**config.mk**
```make
export PLATFORM = sky130hd
export DESIGN_NAME = core_count_hotplug_governor
export DESIGN_NICKNAME = d
export VERILOG_FILES = /design/src/hdl/cchg_pkg.sv /design/src/hdl/cchg_cfg_regs.sv /design/src/hdl/cchg_eval.sv /design/src/hdl/core_count_hotplug_governor.sv
export SDC_FILE = /design/constraint.sdc
export NUM_CORES = 1
export LEC_CHECK = 0
export BUFFER_PORTS_ARGS = -buffer_cell sky130_fd_sc_hd__clkbuf_2
export CAP_MARGIN = 0
export CORE_ASPECT_RATIO = 0.9
export CORE_MARGIN = 5
export CORE_UTILIZATION = 55
export CTS_BUF_LIST = sky130_fd_sc_hd__clkbuf_8
export CTS_CLUSTER_SIZE = 30
export DETAILED_ROUTE_END_ITERATION = 6
export GPL_TIMING_DRIVEN = 1
export PLACE_DENSITY = 0.75
export SYNTH_ARGS = -nofsm -noshare
export SYNTH_HDL_FRONTEND = slang
export SYNTH_SLANG_ARGS = --single-unit
```
**constraint.sdc**
```tcl
create_clock -name aclk -period 17.27 [get_ports aclk]
set_input_delay 2.5905 -clock aclk [delete_from_list [all_inputs] [get_ports aclk]]
set_output_delay 2.5905 -clock aclk [all_outputs]
set_load 0.02 [all_outputs]
```
**src/hdl/cchg_pkg.sv**
```systemverilog
// Shared types and constants for the core-count hotplug governor.
package cchg_pkg;

    // Field widths.
    localparam int LoadW   = 16;
    localparam int EmaW    = 18;
    localparam int CountW  = 3;
    localparam int LimitW  = 10;
    localparam int HystW   = 4;
    localparam int MaskW   = 4;
    localparam int AddrW   = 5;
    localparam int DataW   = 32;

    // Exponential average weights, Q11.
    localparam logic [10:0] EmaKeep = 11'd1677;
    localparam logic [8:0]  EmaNew  = 9'd371;
    localparam int QShift     = 11;
    localparam int LimitShift = 8;

    // Register reset values.
    localparam logic [LimitW-1:0] LevelOneReset   = 10'd10;
    localparam logic [LimitW-1:0] LevelTwoReset   = 10'd18;
    localparam logic [LimitW-1:0] LevelThreeReset = 10'd20;
    localparam logic [HystW-1:0]  HystReset       = 4'd4;
    localparam logic [CountW-1:0] MinCoresReset   = 3'd1;
    localparam logic [CountW-1:0] MaxCoresReset   = 3'd4;

    // Register indexes.
    localparam logic [2:0] RegEnable     = 3'd0;
    localparam logic [2:0] RegMinCores   = 3'd1;
    localparam logic [2:0] RegMaxCores   = 3'd2;
    localparam logic [2:0] RegLevelOne   = 3'd3;
    localparam logic [2:0] RegLevelTwo   = 3'd4;
    localparam logic [2:0] RegLevelThree = 3'd5;
    localparam logic [2:0] RegHysteresis = 3'd6;

    // Action codes.
    localparam logic [1:0] ActNone = 2'd0;
    localparam logic [1:0] ActUp   = 2'd1;
    localparam logic [1:0] ActDown = 2'd2;

    typedef struct packed {
        logic [MaskW-1:0] online_mask;
        logic [LoadW-1:0] load_core0;
        logic [LoadW-1:0] load_core1;
        logic [LoadW-1:0] load_core2;
        logic [LoadW-1:0] load_core3;
    } in_word_t;

    typedef struct packed {
        logic [EmaW-1:0]   smoothed_load;
        logic [CountW-1:0] wanted_cores;
        logic [1:0]        action;
        logic [1:0]        target_core;
        logic              target_valid;
    } out_word_t;

    typedef struct packed {
        logic              enable;
        logic [CountW-1:0] min_cores;
        logic [CountW-1:0] max_cores;
        logic [LimitW-1:0] level_one_limit;
        logic [LimitW-1:0] level_two_limit;
        logic [LimitW-1:0] level_three_limit;
        logic [HystW-1:0]  hysteresis_eighths;
    } cfg_t;

endpackage

```
**src/hdl/cchg_cfg_regs.sv**
```systemverilog
// APB configuration registers of the core-count hotplug governor.
module cchg_cfg_regs (
    input  logic                         aclk,
    input  logic                         aresetn,
    input  logic                         psel,
    input  logic                         penable,
    input  logic                         pwrite,
    input  logic [cchg_pkg::AddrW-1:0]   paddr,
    input  logic [cchg_pkg::DataW-1:0]   pwdata,
    output logic [cchg_pkg::DataW-1:0]   prdata,
    output logic                         pready,
    output cchg_pkg::cfg_t               cfg
);

    cchg_pkg::cfg_t cfg_reg;
    cchg_pkg::cfg_t cfg_next;
    logic [2:0]     reg_index;
    logic           write_en;

    assign pready    = 1'b1;
    assign reg_index = paddr[cchg_pkg::AddrW-1:2];
    assign write_en  = psel && penable && pwrite && pready;
    assign cfg       = cfg_reg;

    // Write decode.
    always_comb begin
        cfg_next = cfg_reg;
        if (write_en) begin
            unique case (reg_index)
                cchg_pkg::RegEnable:     cfg_next.enable = pwdata[0];
                cchg_pkg::RegMinCores:   cfg_next.min_cores = pwdata[cchg_pkg::CountW-1:0];
                cchg_pkg::RegMaxCores:   cfg_next.max_cores = pwdata[cchg_pkg::CountW-1:0];
                cchg_pkg::RegLevelOne:   cfg_next.level_one_limit = pwdata[cchg_pkg::LimitW-1:0];
                cchg_pkg::RegLevelTwo:   cfg_next.level_two_limit = pwdata[cchg_pkg::LimitW-1:0];
                cchg_pkg::RegLevelThree: begin
                    cfg_next.level_three_limit = pwdata[cchg_pkg::LimitW-1:0];
                end
                cchg_pkg::RegHysteresis: begin
                    cfg_next.hysteresis_eighths = pwdata[cchg_pkg::HystW-1:0];
                end
                default: ;
            endcase
        end
    end

    // Register state.
    always_ff @(posedge aclk) begin
        if (!aresetn) begin
            cfg_reg.enable             <= 1'b1;
            cfg_reg.min_cores          <= cchg_pkg::MinCoresReset;
            cfg_reg.max_cores          <= cchg_pkg::MaxCoresReset;
            cfg_reg.level_one_limit    <= cchg_pkg::LevelOneReset;
            cfg_reg.level_two_limit    <= cchg_pkg::LevelTwoReset;
            cfg_reg.level_three_limit  <= cchg_pkg::LevelThreeReset;
            cfg_reg.hysteresis_eighths <= cchg_pkg::HystReset;
        end else begin
            cfg_reg <= cfg_next;
        end
    end

    // Read mux.
    always_comb begin
        prdata = '0;
        unique case (reg_index)
            cchg_pkg::RegEnable:     prdata = cchg_pkg::DataW'(cfg_reg.enable);
            cchg_pkg::RegMinCores:   prdata = cchg_pkg::DataW'(cfg_reg.min_cores);
            cchg_pkg::RegMaxCores:   prdata = cchg_pkg::DataW'(cfg_reg.max_cores);
            cchg_pkg::RegLevelOne:   prdata = cchg_pkg::DataW'(cfg_reg.level_one_limit);
            cchg_pkg::RegLevelTwo:   prdata = cchg_pkg::DataW'(cfg_reg.level_two_limit);
            cchg_pkg::RegLevelThree: prdata = cchg_pkg::DataW'(cfg_reg.level_three_limit);
            cchg_pkg::RegHysteresis: prdata = cchg_pkg::DataW'(cfg_reg.hysteresis_eighths);
            default:                 prdata = '0;
        endcase
    end

endmodule

```
**src/hdl/cchg_eval.sv**
```systemverilog
// Single-pass evaluation of one tick: load sum, average, wanted count, action and target core.
module cchg_eval #(
    parameter int CORE_COUNT = 4
) (
    input  cchg_pkg::in_word_t              in_word,
    input  cchg_pkg::cfg_t                  cfg,
    input  logic [cchg_pkg::EmaW-1:0]       ema_reg,
    input  logic [cchg_pkg::CountW-1:0]     last_wanted_reg,
    output cchg_pkg::out_word_t             result,
    output logic [cchg_pkg::EmaW-1:0]       ema_next,
    output logic [cchg_pkg::CountW-1:0]     last_wanted_next
);

    localparam int CoresSeen = (CORE_COUNT < 4) ? CORE_COUNT : 4;

    logic [cchg_pkg::LoadW-1:0]   loads [4];
    logic [cchg_pkg::LimitW-1:0]  limits [3];
    logic [cchg_pkg::EmaW-1:0]    load_sum;
    logic [cchg_pkg::CountW-1:0]  online;
    logic [28:0]                  keep_prod;
    logic [26:0]                  new_prod;
    logic [29:0]                  acc;
    logic [cchg_pkg::EmaW-1:0]    ema_new;
    logic [cchg_pkg::CountW-1:0]  wanted;
    logic [1:0]                   action;
    logic [1:0]                   target;
    logic                         target_ok;

    assign loads[0]  = in_word.load_core0;
    assign loads[1]  = in_word.load_core1;
    assign loads[2]  = in_word.load_core2;
    assign loads[3]  = in_word.load_core3;
    assign limits[0] = cfg.level_one_limit;
    assign limits[1] = cfg.level_two_limit;
    assign limits[2] = cfg.level_three_limit;

    // Sum the loads of online cores and count them.
    always_comb begin
        load_sum = '0;
        online   = '0;
        for (int i = 0; i < CoresSeen; i++) begin
            if (in_word.online_mask[i]) begin
                load_sum = load_sum + cchg_pkg::EmaW'(loads[i]);
                online   = online + 3'd1;
            end
        end
    end

    // Exponential average in Q11.
    assign keep_prod = 29'(ema_reg) * 29'(cchg_pkg::EmaKeep);
    assign new_prod  = 27'(load_sum) * 27'(cchg_pkg::EmaNew);
    assign acc       = 30'(keep_prod) + 30'(new_prod);
    assign ema_new   = acc[cchg_pkg::QShift +: cchg_pkg::EmaW];

    // Pick the lowest count whose threshold covers the average.
    always_comb begin
        logic [10:0] thr;
        logic        found;
        wanted = 3'd4;
        found  = 1'b0;
        thr    = '0;
        for (int w = 1; w < 4; w++) begin
            thr = 11'(limits[w-1]);
            if (last_wanted_reg <= 3'(w)) begin
                thr = thr + 11'(cfg.hysteresis_eighths);
            end
            if (!found && ({1'b0, ema_new} <= {thr, 8'd0})) begin
                wanted = 3'(w);
                found  = 1'b1;
            end
        end
    end

    // Decide between bringing a core up, taking one down or doing nothing.
    always_comb begin
        if (wanted < cfg.min_cores || wanted > cfg.max_cores) begin
            action = cchg_pkg::ActNone;
        end else if ((online > cfg.max_cores || wanted < online)
                     && online >= cfg.min_cores) begin
            action = cchg_pkg::ActDown;
        end else if ((online < cfg.min_cores || wanted > online)
                     && online <= cfg.max_cores) begin
            action = cchg_pkg::ActUp;
        end else begin
            action = cchg_pkg::ActNone;
        end
    end

    // Name the core: lowest offline one to add, least-loaded non-boot one to remove.
    always_comb begin
        logic [cchg_pkg::LoadW-1:0] best;
        best      = '0;
        target    = '0;
        target_ok = 1'b0;
        case (action)
            cchg_pkg::ActUp: begin
                for (int i = 0; i < CoresSeen; i++) begin
                    if (!target_ok && !in_word.online_mask[i]) begin
                        target    = 2'(i);
                        target_ok = 1'b1;
                    end
                end
            end
            cchg_pkg::ActDown: begin
                for (int i = 1; i < CoresSeen; i++) begin
                    if (in_word.online_mask[i] && (!target_ok || loads[i] < best)) begin
                        best      = loads[i];
                        target    = 2'(i);
                        target_ok = 1'b1;
                    end
                end
            end
            default: ;
        endcase
    end

    // A disabled governor reports held state and no action.
    always_comb begin
        if (cfg.enable) begin
            result.smoothed_load = ema_new;
            result.wanted_cores  = wanted;
            result.action        = action;
            result.target_core   = target;
            result.target_valid  = target_ok;
            ema_next             = ema_new;
            last_wanted_next     = wanted;
        end else begin
            result.smoothed_load = ema_reg;
            result.wanted_cores  = last_wanted_reg;
            result.action        = cchg_pkg::ActNone;
            result.target_core   = '0;
            result.target_valid  = 1'b0;
            ema_next             = ema_reg;
            last_wanted_next     = last_wanted_reg;
        end
    end

endmodule

```
**src/hdl/core_count_hotplug_governor.sv**
```systemverilog
// Top level of the core-count hotplug governor: input register, evaluation, result register.
//
// One word on s_data per sample tick carries the online-core mask and the four
// per-core Q11 load averages. One result word per tick leaves on m_data with the
// smoothed load, the wanted core count, the action and the core it names.
// Configuration goes through the APB port (registers at 4-byte strides, pready
// tied high); the user must change it only while no tick is in flight, as the block
// itself does not enforce this. A word accepted on s_data lands in the input
// register, is evaluated from there, and is taken by the result register, which
// drives m_data; low m_ready can hold it in the input register. Throughput is one
// word per cycle while m_ready stays high; the loop through the smoothed-load and
// last-choice registers closes through the combinational evaluation.
// When m_ready is low the result register holds its word, the input register still
// fills, and s_ready drops only once both are occupied.
// Reset clears the smoothed load and the last choice to zero, empties both
// registers, and restores the configuration registers to their default values.
module core_count_hotplug_governor #(
    parameter int CORE_COUNT = 4
) (
    input  logic                        aclk,
    input  logic                        aresetn,
    input  logic                        s_valid,
    output logic                        s_ready,
    input  cchg_pkg::in_word_t          s_data,
    output logic                        m_valid,
    input  logic                        m_ready,
    output cchg_pkg::out_word_t         m_data,
    input  logic                        psel,
    input  logic                        penable,
    input  logic                        pwrite,
    input  logic [cchg_pkg::AddrW-1:0]  paddr,
    input  logic [cchg_pkg::DataW-1:0]  pwdata,
    output logic [cchg_pkg::DataW-1:0]  prdata,
    output logic                        pready
);

    cchg_pkg::cfg_t                 cfg;
    logic                           in_valid_reg;
    cchg_pkg::in_word_t             in_data_reg;
    logic                           out_valid_reg;
    cchg_pkg::out_word_t            out_data_reg;
    logic [cchg_pkg::EmaW-1:0]      ema_reg;
    logic [cchg_pkg::EmaW-1:0]      ema_next;
    logic [cchg_pkg::CountW-1:0]    last_wanted_reg;
    logic [cchg_pkg::CountW-1:0]    last_wanted_next;
    cchg_pkg::out_word_t            result;
    logic                           advance;
    logic                           take_in;

    cchg_cfg_regs u_cfg (
        .aclk    (aclk),
        .aresetn (aresetn),
        .psel    (psel),
        .penable (penable),
        .pwrite  (pwrite),
        .paddr   (paddr),
        .pwdata  (pwdata),
        .prdata  (prdata),
        .pready  (pready),
        .cfg     (cfg)
    );

    cchg_eval #(
        .CORE_COUNT (CORE_COUNT)
    ) u_eval (
        .in_word          (in_data_reg),
        .cfg              (cfg),
        .ema_reg          (ema_reg),
        .last_wanted_reg  (last_wanted_reg),
        .result           (result),
        .ema_next         (ema_next),
        .last_wanted_next (last_wanted_next)
    );

    // Handshake: the held word moves on whenever the result slot is free or draining.
    assign advance = in_valid_reg && (!out_valid_reg || m_ready);
    assign s_ready = !in_valid_reg || advance;
    assign take_in = s_valid && s_ready;
    assign m_valid = out_valid_reg;
    assign m_data  = out_data_reg;

    // Control and state registers.
    always_ff @(posedge aclk) begin
        if (!aresetn) begin
            in_valid_reg    <= 1'b0;
            out_valid_reg   <= 1'b0;
            ema_reg         <= '0;
            last_wanted_reg <= '0;
        end else begin
            if (take_in) begin
                in_valid_reg <= 1'b1;
            end else if (advance) begin
                in_valid_reg <= 1'b0;
            end
            if (advance) begin
                out_valid_reg   <= 1'b1;
                ema_reg         <= ema_next;
                last_wanted_reg <= last_wanted_next;
            end else if (m_ready) begin
                out_valid_reg <= 1'b0;
            end
        end
    end

    // Payload registers.
    always_ff @(posedge aclk) begin
        if (take_in) begin
            in_data_reg <= s_data;
        end
        if (advance) begin
            out_data_reg <= result;
        end
    end

    // A disabled tick reports no action and leaves the average alone.
    assert property (@(posedge aclk) disable iff (!aresetn)
        advance && !cfg.enable |=> m_data.action == cchg_pkg::ActNone
                                   && !m_data.target_valid && $stable(ema_reg))
        else $error("disabled tick changed state or reported an action");

    // An enabled tick always wants between one and four cores.
    assert property (@(posedge aclk) disable iff (!aresetn)
        advance && cfg.enable |=> m_data.wanted_cores >= 3'd1 && m_data.wanted_cores <= 3'd4
                                  && last_wanted_reg == m_data.wanted_cores)
        else $error("wanted core count out of range or not recorded");

    // A named target only comes with an action.
    assert property (@(posedge aclk) disable iff (!aresetn)
        m_valid && m_data.target_valid |-> m_data.action != cchg_pkg::ActNone)
        else $error("target named without an action");

    // Core 0 is never taken down.
    assert property (@(posedge aclk) disable iff (!aresetn)
        m_valid && m_data.action == cchg_pkg::ActDown && m_data.target_valid
            |-> m_data.target_core != 2'd0)
        else $error("boot core chosen for removal");

    // The reported smoothed load is the state that the tick left behind.
    assert property (@(posedge aclk) disable iff (!aresetn)
        advance |=> m_data.smoothed_load == ema_reg)
        else $error("reported load differs from stored average");

endmodule
```
-- Yosys cells after proc, flatten, opt, wreduce, memory -nomap -nowiden
Index checks and enable logic that the tools add are counted.
- add/sub/neg operators: 10
- $mul: 2
- $lt $le $gt $ge: 16
- eq/ne operators: 8
- mux-type cells: 49
- reduce and logical (&&, ||, !) cells: 43
- operators by type and width (operator ; number):
    $mux 16 ; 5
    $pmux 10 s7 ; 1
    $le 18x19->1 ; 3
    $mux 18 ; 3
    $add 18x16->18 ; 2
    $add 10x4->11 ; 3
    $mux 11 ; 3
    $lt 16x16->1 ; 2
    $add 29x27->29 ; 1
    $mul 18x11->29 const B ; 1
    $mul 18x9->27 const B ; 1
    $mux 26 ; 1
    $mux 1 ; 22
    $mux 3 ; 6
    $add 16x16->17 ; 1
    $reduce_and 2->1 ; 8
    $logic_and 1x1->1 ; 13
    $logic_not 1->1 ; 12
    $mux 2 ; 6
    $eq 3x3->1 const B ; 3
    $gt 3x3->1 ; 3
    $lt 3x3->1 ; 3
    $logic_or 1x1->1 ; 7
    $add 3x1->3 const B ; 2
    13 further kinds ; 16
- bits in registers: 158
- input bits: 112
- output and inout bits: 61
- word-level logic and storage cells: 149

-- Logic depth before layout (Yosys ltp)
Gate-level depths: netlist of run 1.
- depth after elaboration: 38
- depth in mapped cells: 73

-- By module
A second synthesis of run 1 with hierarchy kept.
- cell total of the unflattened synthesis: 2128
- area, all modules: 19942.9 sq um
- modules (own cells, without submodules) (module ; times used ; cells each ; area each (sq um)):
    cchg_eval ; 1 ; 1697 ; 14004.7
    core_count_hotplug_governor ; 1 ; 195 ; 3776.1
    cchg_cfg_regs ; 1 ; 236 ; 2162.1

-- Worst setup path before layout of run 1
No wires, ideal clock.
- path type: flip-flop to flip-flop
- start point: register in_data_reg[64] (netlist name)
- end point: register out_data_reg (netlist bit m_data[1]) (data pin)
- setup time: 0.254 ns
- arrival time: 14.416 ns
- data required time: 17.016 ns
- slack: 2.599 ns
- stages on the path, launching flop included: 70
- buffers on the path: 2
- path through: edfxtp_1 clkbuf_1 clkbuf_1 and2_1 ha_1 inv_1 fa_1 o22ai_1 a21oi_1 nor2b_1 nor2_1 xnor2_1 nand2_1 o21ai_0 ha_1 a21oi_1 o21ai_0 a21o_1 (+34 left out) ha_1 nand4_1 or4_4 o21ai_1 a31oi_1 o211ai_2 and2b_1 ha_1 a21o_1 a21oi_1 a31oi_1 a21oi_1 o211ai_1 or2_1 ha_1 o21ai_0 nand2_1 o21a_1
- longest elaborated chain between the ends: 25
- elaborated cells on any way between the ends: 62
- those cells by class: add/sub (7); mul (1); order compare (11); eq/ne (2); mux (26); reduce/logical (15)
- RTL lines (element ; RTL line ; text):
    start, declared ; core_count_hotplug_governor.sv:39 ; cchg_pkg::in_word_t in_data_reg;
    start signal, assigned ; core_count_hotplug_governor.sv:108 ; in_data_reg <= s_data;
    $mux 16 * ; cchg_eval.sv:42 ; if (in_word.online_mask[i]) begin
    $add 16x16->17 ; cchg_eval.sv:43 ; load_sum = load_sum + cchg_pkg::EmaW'(loads[i]);
    $mux 18 * ; cchg_eval.sv:42 ;
    $add 18x16->18 ; cchg_eval.sv:43 ;
    $mux 18 * ; cchg_eval.sv:42 ;
    $add 18x16->18 ; cchg_eval.sv:43 ;
    $mux 18 * ; cchg_eval.sv:42 ;
    $mul 18x9->27 * ; cchg_eval.sv:51 ; assign new_prod = 27'(load_sum) * 27'(cchg_pkg::EmaNew);
    (+1 left out) ; n/a ;
    named net u_eval.acc[28] ; cchg_eval.sv:22 ; logic [29:0] acc;
    (+8 left out) ; n/a ;
    named net u_eval.wanted (one bit) ; cchg_eval.sv:24 ; logic [cchg_pkg::CountW-1:0] wanted;
    $gt 3x3->1 ; cchg_eval.sv:81 ; end else if ((online < cfg.min_cores || wanted > online)
    $logic_or 1x1->1 ; cchg_eval.sv:81 ;
    $logic_and 1x1->1 ; cchg_eval.sv:82 ; && online <= cfg.max_cores) begin
    $mux 1 ; cchg_eval.sv:81 ;
    $mux 2 ; cchg_eval.sv:78 ; end else if ((online > cfg.max_cores || wanted < online)
    $mux 2 * ; cchg_eval.sv:76 ; if (wanted < cfg.min_cores || wanted > cfg.max_cores) begin
    $eq 2x2->1 or $eq 2x1->1 (tied branches) ; n/a ;
    $pmux 2 s2 * ; cchg_eval.sv:95 ; case (action)
    end signal, assigned ; core_count_hotplug_governor.sv:111 ; out_data_reg <= result;
    end, declared ; core_count_hotplug_governor.sv:41 ; cchg_pkg::out_word_t out_data_reg;
Mark *: on every way through the listed nets, which the timed path passes. The rest lies on a longest branch. The select of a mux whose other input is x is not followed.
A chain may end at the register's enable or synchronous reset.

-- Final worst setup path of run 1
- start point: register in_data_reg[64] (netlist name)
- end point: register out_data_reg (netlist bit m_data[2]) (data pin)
Same word-level chain as after synthesis.

==> results of run 1 <==
layer usage:
layer	global-route usage	vias up
li1	-	6956
met1	0.3134	6891
met2	0.4256	391
met3	0.03537	88
met4	0.08278	0
met5	0	-
worst max-delay path by stage:
stage	start	end	slack, ps	depth (start not counted)
finish	in_data_reg[64]	m_data[2]	980	67
detailed placement	in_data_reg[64]	m_data[2]	1150	66
global placement	in_data_reg[64]	m_data[1]	1370	67
global route	in_data_reg[64]	m_data[1]	60	67
CTS	in_data_reg[64]	m_data[2]	1050	67
floorplan	in_data_reg[64]	m_data[1]	2600	69
layout make-up:
| cell class | count | area (um^2) | area share |
|---|---|---|---|
| Tap cell | 462 | 578.1 | 0.02839 |
| Multi-Input combinational cell | 1469 | 13340 | 0.6551 |
| Inverter | 325 | 1220 | 0.05991 |
| Clock inverter | 15 | 178.9 | 0.008786 |
| Timing Repair Buffer | 136 | 708.2 | 0.03478 |
| Clock buffer | 17 | 234.0 | 0.01149 |
| Sequential cell | 158 | 4104 | 0.2015 |
critical path: cells and delay by family, from the launching register on:
kind,cells,cell delay [ps]
adder cells (fa/ha/maj),15,6090
AND/OR/NAND/NOR,17,2790
XOR/XNOR,3,490
multiplexers,1,300
flip-flops,1,530
buffers and inverters,4,350
AO/OA/AOI/OAI,27,5610
through the flow:
stage | instance area (um^2) | hold slack, ps | util
global placement | 19940 | 494.1 | 0.5860
detailed placement | 19940 | 504.2 | 0.5860
global route | 20360 | 541.0 | 0.5983
finish | 20360 | 509.5 | 0.5983
CTS | 20360 | 517.2 | 0.5981
floorplan | 19040 | 469.6 | -
cells by family after synthesis:
kind of cell,count (synthesis),share of synthesized area
AO/OA/AOI/OAI,378,0.1301
other,2,0.0003961
adder cells (fa/ha/maj),462,0.3687
AND/OR/NAND/NOR,434,0.1103
flip-flops,158,0.2164
XOR/XNOR,96,0.04626
multiplexers,76,0.04302
buffers and inverters,398,0.08480
cells in the final DEF (no fill, tap or decap), types with 17 or more instances in the layout:
master / n
dfxtp_1: 64
nand2b_1: 19
o21ai_0: 67
clkbuf_2: 125
nor2b_1: 45
conb_1: 23
xor2_1: 38
nand2_1: 169
a21o_1: 41
o21a_1: 18
nor2_1: 83
fa_1: 162
a31oi_1: 23
ha_1: 298
edfxtp_1: 94
xnor2_1: 54
clkbuf_8: 17
a21boi_0: 26
a21oi_1: 119
mux2_2: 22
mux2i_1: 50
inv_1: 325
nand3_1: 31
timing repair:
item / 4_1_cts / 5_1_grt
endpoints found under the hold margin: 0 / 0
setup buffers: 0 / 0
resized for setup: 0 / 1
endpoints found under the setup margin: 0 / 1
==> impl_metrics.py, run 1 <==
metrics = {
    "critical_path": {
        "path_max_fanout": 8,
        "path_class": "reg -> reg",
        "arrival_ps": 16680,
        "cp-start-kind": "flop",
        "slowest_delay_ps": 580,
        "reg2reg_slack_ps": 980,
        "timing.rr.end": "m_data[2]",
        "rr_worst_depth": 67,
        "worstSetupEndpointType": "flop",
        "reg2reg_from": "in_data_reg[64]",
        "cpMaxStageDelayCell": "fa_1",
        "crit_required_ps": 17660,
    },
    "drt": {
        "antenna_left": 0,
        "met1_length_um": 19450,
        "routed_wl_um": 44880,
        "dr.pass1.iters": 5,
        "drc": 0,
        "top_layer_used": "met4",
        "drt-initial-drc-count": 857,
        "wl_met3_um": 2212,
        "wl_per_cell_um": 17.38,
        "vias_per_cell": 5.548,
        "vias": 14326,
        "wl_met2_um": 21970,
    },
    "cells_and_area": {
        "diodes": 0,
        "largest_reg_flops": 68,
        "fillers": 2848,
        "final_nets": 2679,
        "post_layout_nonfiller_instances": 2582,
        "drive_gt1_frac": 0.1099,
        "syn_to_final_growth_pct": 7.397,
    },
    "clocking": {
        "tritoncts": "built",
        "cts.clk_slew.worst_paths_ps": 90,
        "cts.sinks": 158,
        "clkLatencyLatePin_ps": 530,
        "cts-root-buf": "clkbuf_8",
        "clockBufferDepth": 2,
        "cts_hold_buffers": 0,
        "cts_made_buffers": 17,
        "htree_levels": 4,
    },
    "yosys": {
        "yosysTopAreaCell": "ha_1",
        "synth-seq-cells": 158,
        "synth_edf_count": 94,
        "synth_commonest_cells": "325 x inv_1, 298 x ha_1, 169 x nand2_1",
        "post_synth_num_cell_types": 94,
        "ys_seq_area_frac": 0.2164,
        "ys.flop_type": "edfxtp_1",
        "avgSynthCellArea_um2": 9.461,
        "yosys_warnings": 0,
        "syn_area_um2": 18960,
        "async_reset_ff_frac": 0,
        "netlist_top_cells_area": "ha_1 20%, fa_1 17%, edfxtp_1 15%",
        "synth_most_common_cell": "inv_1",
        "syn_inst": 2004,
        "synth_top_area_frac": 0.1966,
    },
    "place": {
        "gp_congestion": 0.8949,
        "placed_cells": 2550,
        "port_buffers": 125,
        "dp_hpwl_um": 37690,
        "preCtsSetupSlack_ps": 1146,
    },
    "global_routing": {
        "grt_pass1_vias": 14955,
        "grt.total_usage": 0.2438,
        "grt_pass1_wl_um": 74490,
        "antenna_found_initial": 0,
        "grt-ovfl-total": 0,
        "grt_max_degree": 69,
    },
    "die": {
        "die_h_um": 186.1,
        "core-area_um2": 34030,
        "die_w_um": 205.7,
        "row_count": 64,
        "die-area_um2": 38290,
        "start_util": 0.5571,
        "io_pins": 173,
    },
    "sta": {
        "fin_crit_sh": 0.9432,
        "hold_viol": 0,
        "fin_crit_ps": 16290,
        "setup_viol": 0,
        "fmax_mhz": 61.39,
        "slew_viol_final": 0,
        "timing.slew.headroom": 0.2870,
        "rsz0062_at_grt": "no",
        "setup_slack_ps": 981.3,
        "tightest_slew_ps": 1070,
        "finalSetupTns_ps": 0,
        "clock_skew_ps": 14.09,
    },
    "min_path": {
        "holdPathEnd": "ema_reg[15]",
        "hold_class": "reg -> reg",
        "hold_depth": 2,
        "min_from": "ema_reg[15]",
    },
    "run": {
        "maxCapViolations": 0,
    },
    "status": {
        "status": "completed",
    },
}
Power of run 1 is not shown: default switching activity piles up to over one toggle a cycle in this logic, so the estimate is an artifact.
==> run 2, diff against run 1 <==
- ABC_AREA: unset -> 1
==> impl_metrics.py, run 2 <==
metrics = {
    "critical_path": {
        "path_max_fanout": 20,
        "cpMaxStageDelayCell": "edfxtp_1",
        "crit_required_ps": 17610,
        "critPathMostFrequentCell": "nand2_1",
        "cp-start-kind": "flop",
        "rr_worst_depth": 76,
        "path_class": "reg -> reg",
        "reg2reg_slack_ps": 1870,
        "worstSetupEndpointType": "flop",
        "slowest_delay_ps": 810,
        "timing.rr.end": "m_data[2]",
        "reg2reg_from": "in_data_reg[64]",
        "arrival_ps": 15740,
    },
    "drt": {
        "drc": 0,
        "vias": 15588,
        "antenna_left": 0,
        "dr.pass1.iters": 5,
        "drt-initial-drc-count": 1000,
        "wl_per_cell_um": 16.08,
        "vias_per_cell": 5.349,
        "routed_wl_um": 46860,
    },
    "clocking": {
        "clockBufferDepth": 2,
        "cts.sinks": 158,
        "clkLatencyLatePin_ps": 510,
        "cts_made_buffers": 17,
        "cts-root-buf": "clkbuf_8",
        "ctsResizeCount": 0,
        "cts_setup_buffers": 0,
        "cts_hold_buffers": 0,
        "cts.clk_slew.worst_paths_ps": 90,
        "tritoncts": "built",
        "htree_levels": 4,
    },
    "die": {
        "start_util": 0.5585,
        "die-area_um2": 38470,
        "row_count": 64,
        "die_h_um": 186.6,
        "core-area_um2": 34110,
        "io_pins": 173,
        "die_w_um": 206.2,
    },
    "min_path": {
        "hold_depth": 2,
        "min_from": "u_cfg.cfg[16]",
        "hold_class": "reg -> reg",
        "holdPathEnd": "u_cfg.cfg[16]",
    },
    "sta": {
        "finalSetupTns_ps": 0,
        "hold_viol": 0,
        "clock_skew_ps": 20.75,
        "tightest_slew_ps": 1094,
        "fin_crit_ps": 15400,
        "fmax_mhz": 64.94,
        "fin_crit_sh": 0.8917,
        "slew_viol_final": 0,
        "rsz0062_at_grt": "no",
        "setup_viol": 0,
        "timing.slew.headroom": 0.2696,
    },
    "yosys": {
        "synth_most_common_cell": "inv_1",
        "synth_edf_count": 94,
        "syn_inst": 2328,
        "ys_seq_area_frac": 0.2154,
        "ys.flop_type": "edfxtp_1",
        "avgSynthCellArea_um2": 8.184,
        "yosys_warnings": 0,
        "synth_commonest_cells": "500 x inv_1, 389 x nand2_1, 298 x ha_1",
        "post_synth_num_cell_types": 56,
        "async_reset_ff_frac": 0,
        "yosysTopAreaCell": "ha_1",
        "syn_area_um2": 19050,
        "synth_top_area_frac": 0.1957,
        "netlist_top_cells_area": "ha_1 20%, fa_1 17%, edfxtp_1 15%",
        "synth-seq-cells": 158,
    },
    "global_routing": {
        "antenna_found_initial": 0,
        "busiest_layer": "met2",
        "grt_use_met2": 0.4119,
        "globalRouteMet3Util": 0.04010,
        "grtUsageMet1": 0.3468,
        "grt-ovfl-total": 0,
        "grt.total_usage": 0.2520,
        "grt_pass1_wl_um": 78450,
        "grt_max_degree": 69,
        "grt_pass1_vias": 16078,
    },
    "cells_and_area": {
        "largest_reg_flops": 68,
        "final_common_cell": "inv_1",
        "mostFrequentLayoutCells": "499 x inv_1, 389 x nand2_1, 298 x ha_1",
        "syn_to_final_growth_pct": 7.440,
        "diodes": 0,
        "drive_gt1_frac": 0.08768,
        "final_nets": 3011,
    },
    "status": {
        "status": "completed",
    },
    "run": {
        "maxCapViolations": 0,
    },
    "place": {
        "gp_congestion": 0.9507,
        "port_buffers": 125,
        "dp_hpwl_um": 39350,
    },
}
==> run 2: changes by cell type after synthesis, moves of 19 or more <==
cell      change
mux2i_1      -50
xnor2_1      -32
a21oi_1      +25
o21ai_0      +86
a21boi_0     -26
nand3_1      +60
nand2b_1     -19
nor2_1       +30
mux2_2       -21
a21o_1       -37
nor2b_1      -45
inv_1       +175
nand2_1     +220
==> run 2: cells by family after synthesis <==
logic type | count (synthesis) | synth area share
fa+ha+maj | 460 | 0.3659
buf+inv | 569 | 0.1173
other cells | 2 | 0.0003942
xor+xnor | 78 | 0.03585
mux | 1 | 0.0005910
compound gates | 383 | 0.1117
simple gates | 677 | 0.1528
flops | 158 | 0.2154
==> run 2: final cells by class <==
cell class                 count  area [um^2]
multi-input combinational   1622        12790
timing repair buffer         131        670.6
clock inverter                13        153.9
clock buffer                  19        261.5
sequential                   158         4104
fill                        3049        13640
tap                          462        578.1
inverter                     509         1911
==> run 2: how the worst max path moves through the flow <==
stage | end | slack (ps) | cells after the start | start
after floorplan | m_data[2] | 4540 | 70 | in_data_reg[64]
after global placement | m_data[2] | 2480 | 72 | in_data_reg[64]
after detailed placement | m_data[2] | 2100 | 70 | in_data_reg[64]
after CTS | m_data[2] | 2000 | 70 | in_data_reg[64]
after global routing | m_data[2] | 620 | 77 | in_data_reg[64]
final | m_data[2] | 1870 | 76 | in_data_reg[64]
==> run 2: through the flow <==
stage | util | setup WS [ps] | cells | cell area, um^2 | hold slack, ps
after CTS | 0.6001 | 2003 | 2914 | 20470 | 520.9
final | 0.6001 | 1870 | 2914 | 20470 | 524.0
after detailed placement | 0.5879 | 2096 | 2882 | 20060 | 508.1
after floorplan | - | 4539 | 2349 | 19130 | 462.8
after global placement | 0.5879 | 2476 | 2882 | 20060 | 499.1
after global routing | 0.6001 | 616.4 | 2914 | 20470 | 549.4
==> run 2: worst max-delay path, delay by kind of cell (launching register included) <==
| family | cells | cell delay (ps) |
|---|---|---|
| adder cells (fa/ha/maj) | 15 | 6180 |
| AND/OR/NAND/NOR | 31 | 3710 |
| AO/OA/AOI/OAI | 17 | 2820 |
| XOR/XNOR | 4 | 1000 |
| flip-flops | 1 | 810 |
| buffers and inverters | 9 | 690 |
==> run 2: metal layers <==
metal  wire length, um  share of wire
met2             21580           0.46
met5                 0              0
met3              2997          0.064
met1             21110           0.45
met4              1172          0.025
Power of run 2 is left out for the same reason.
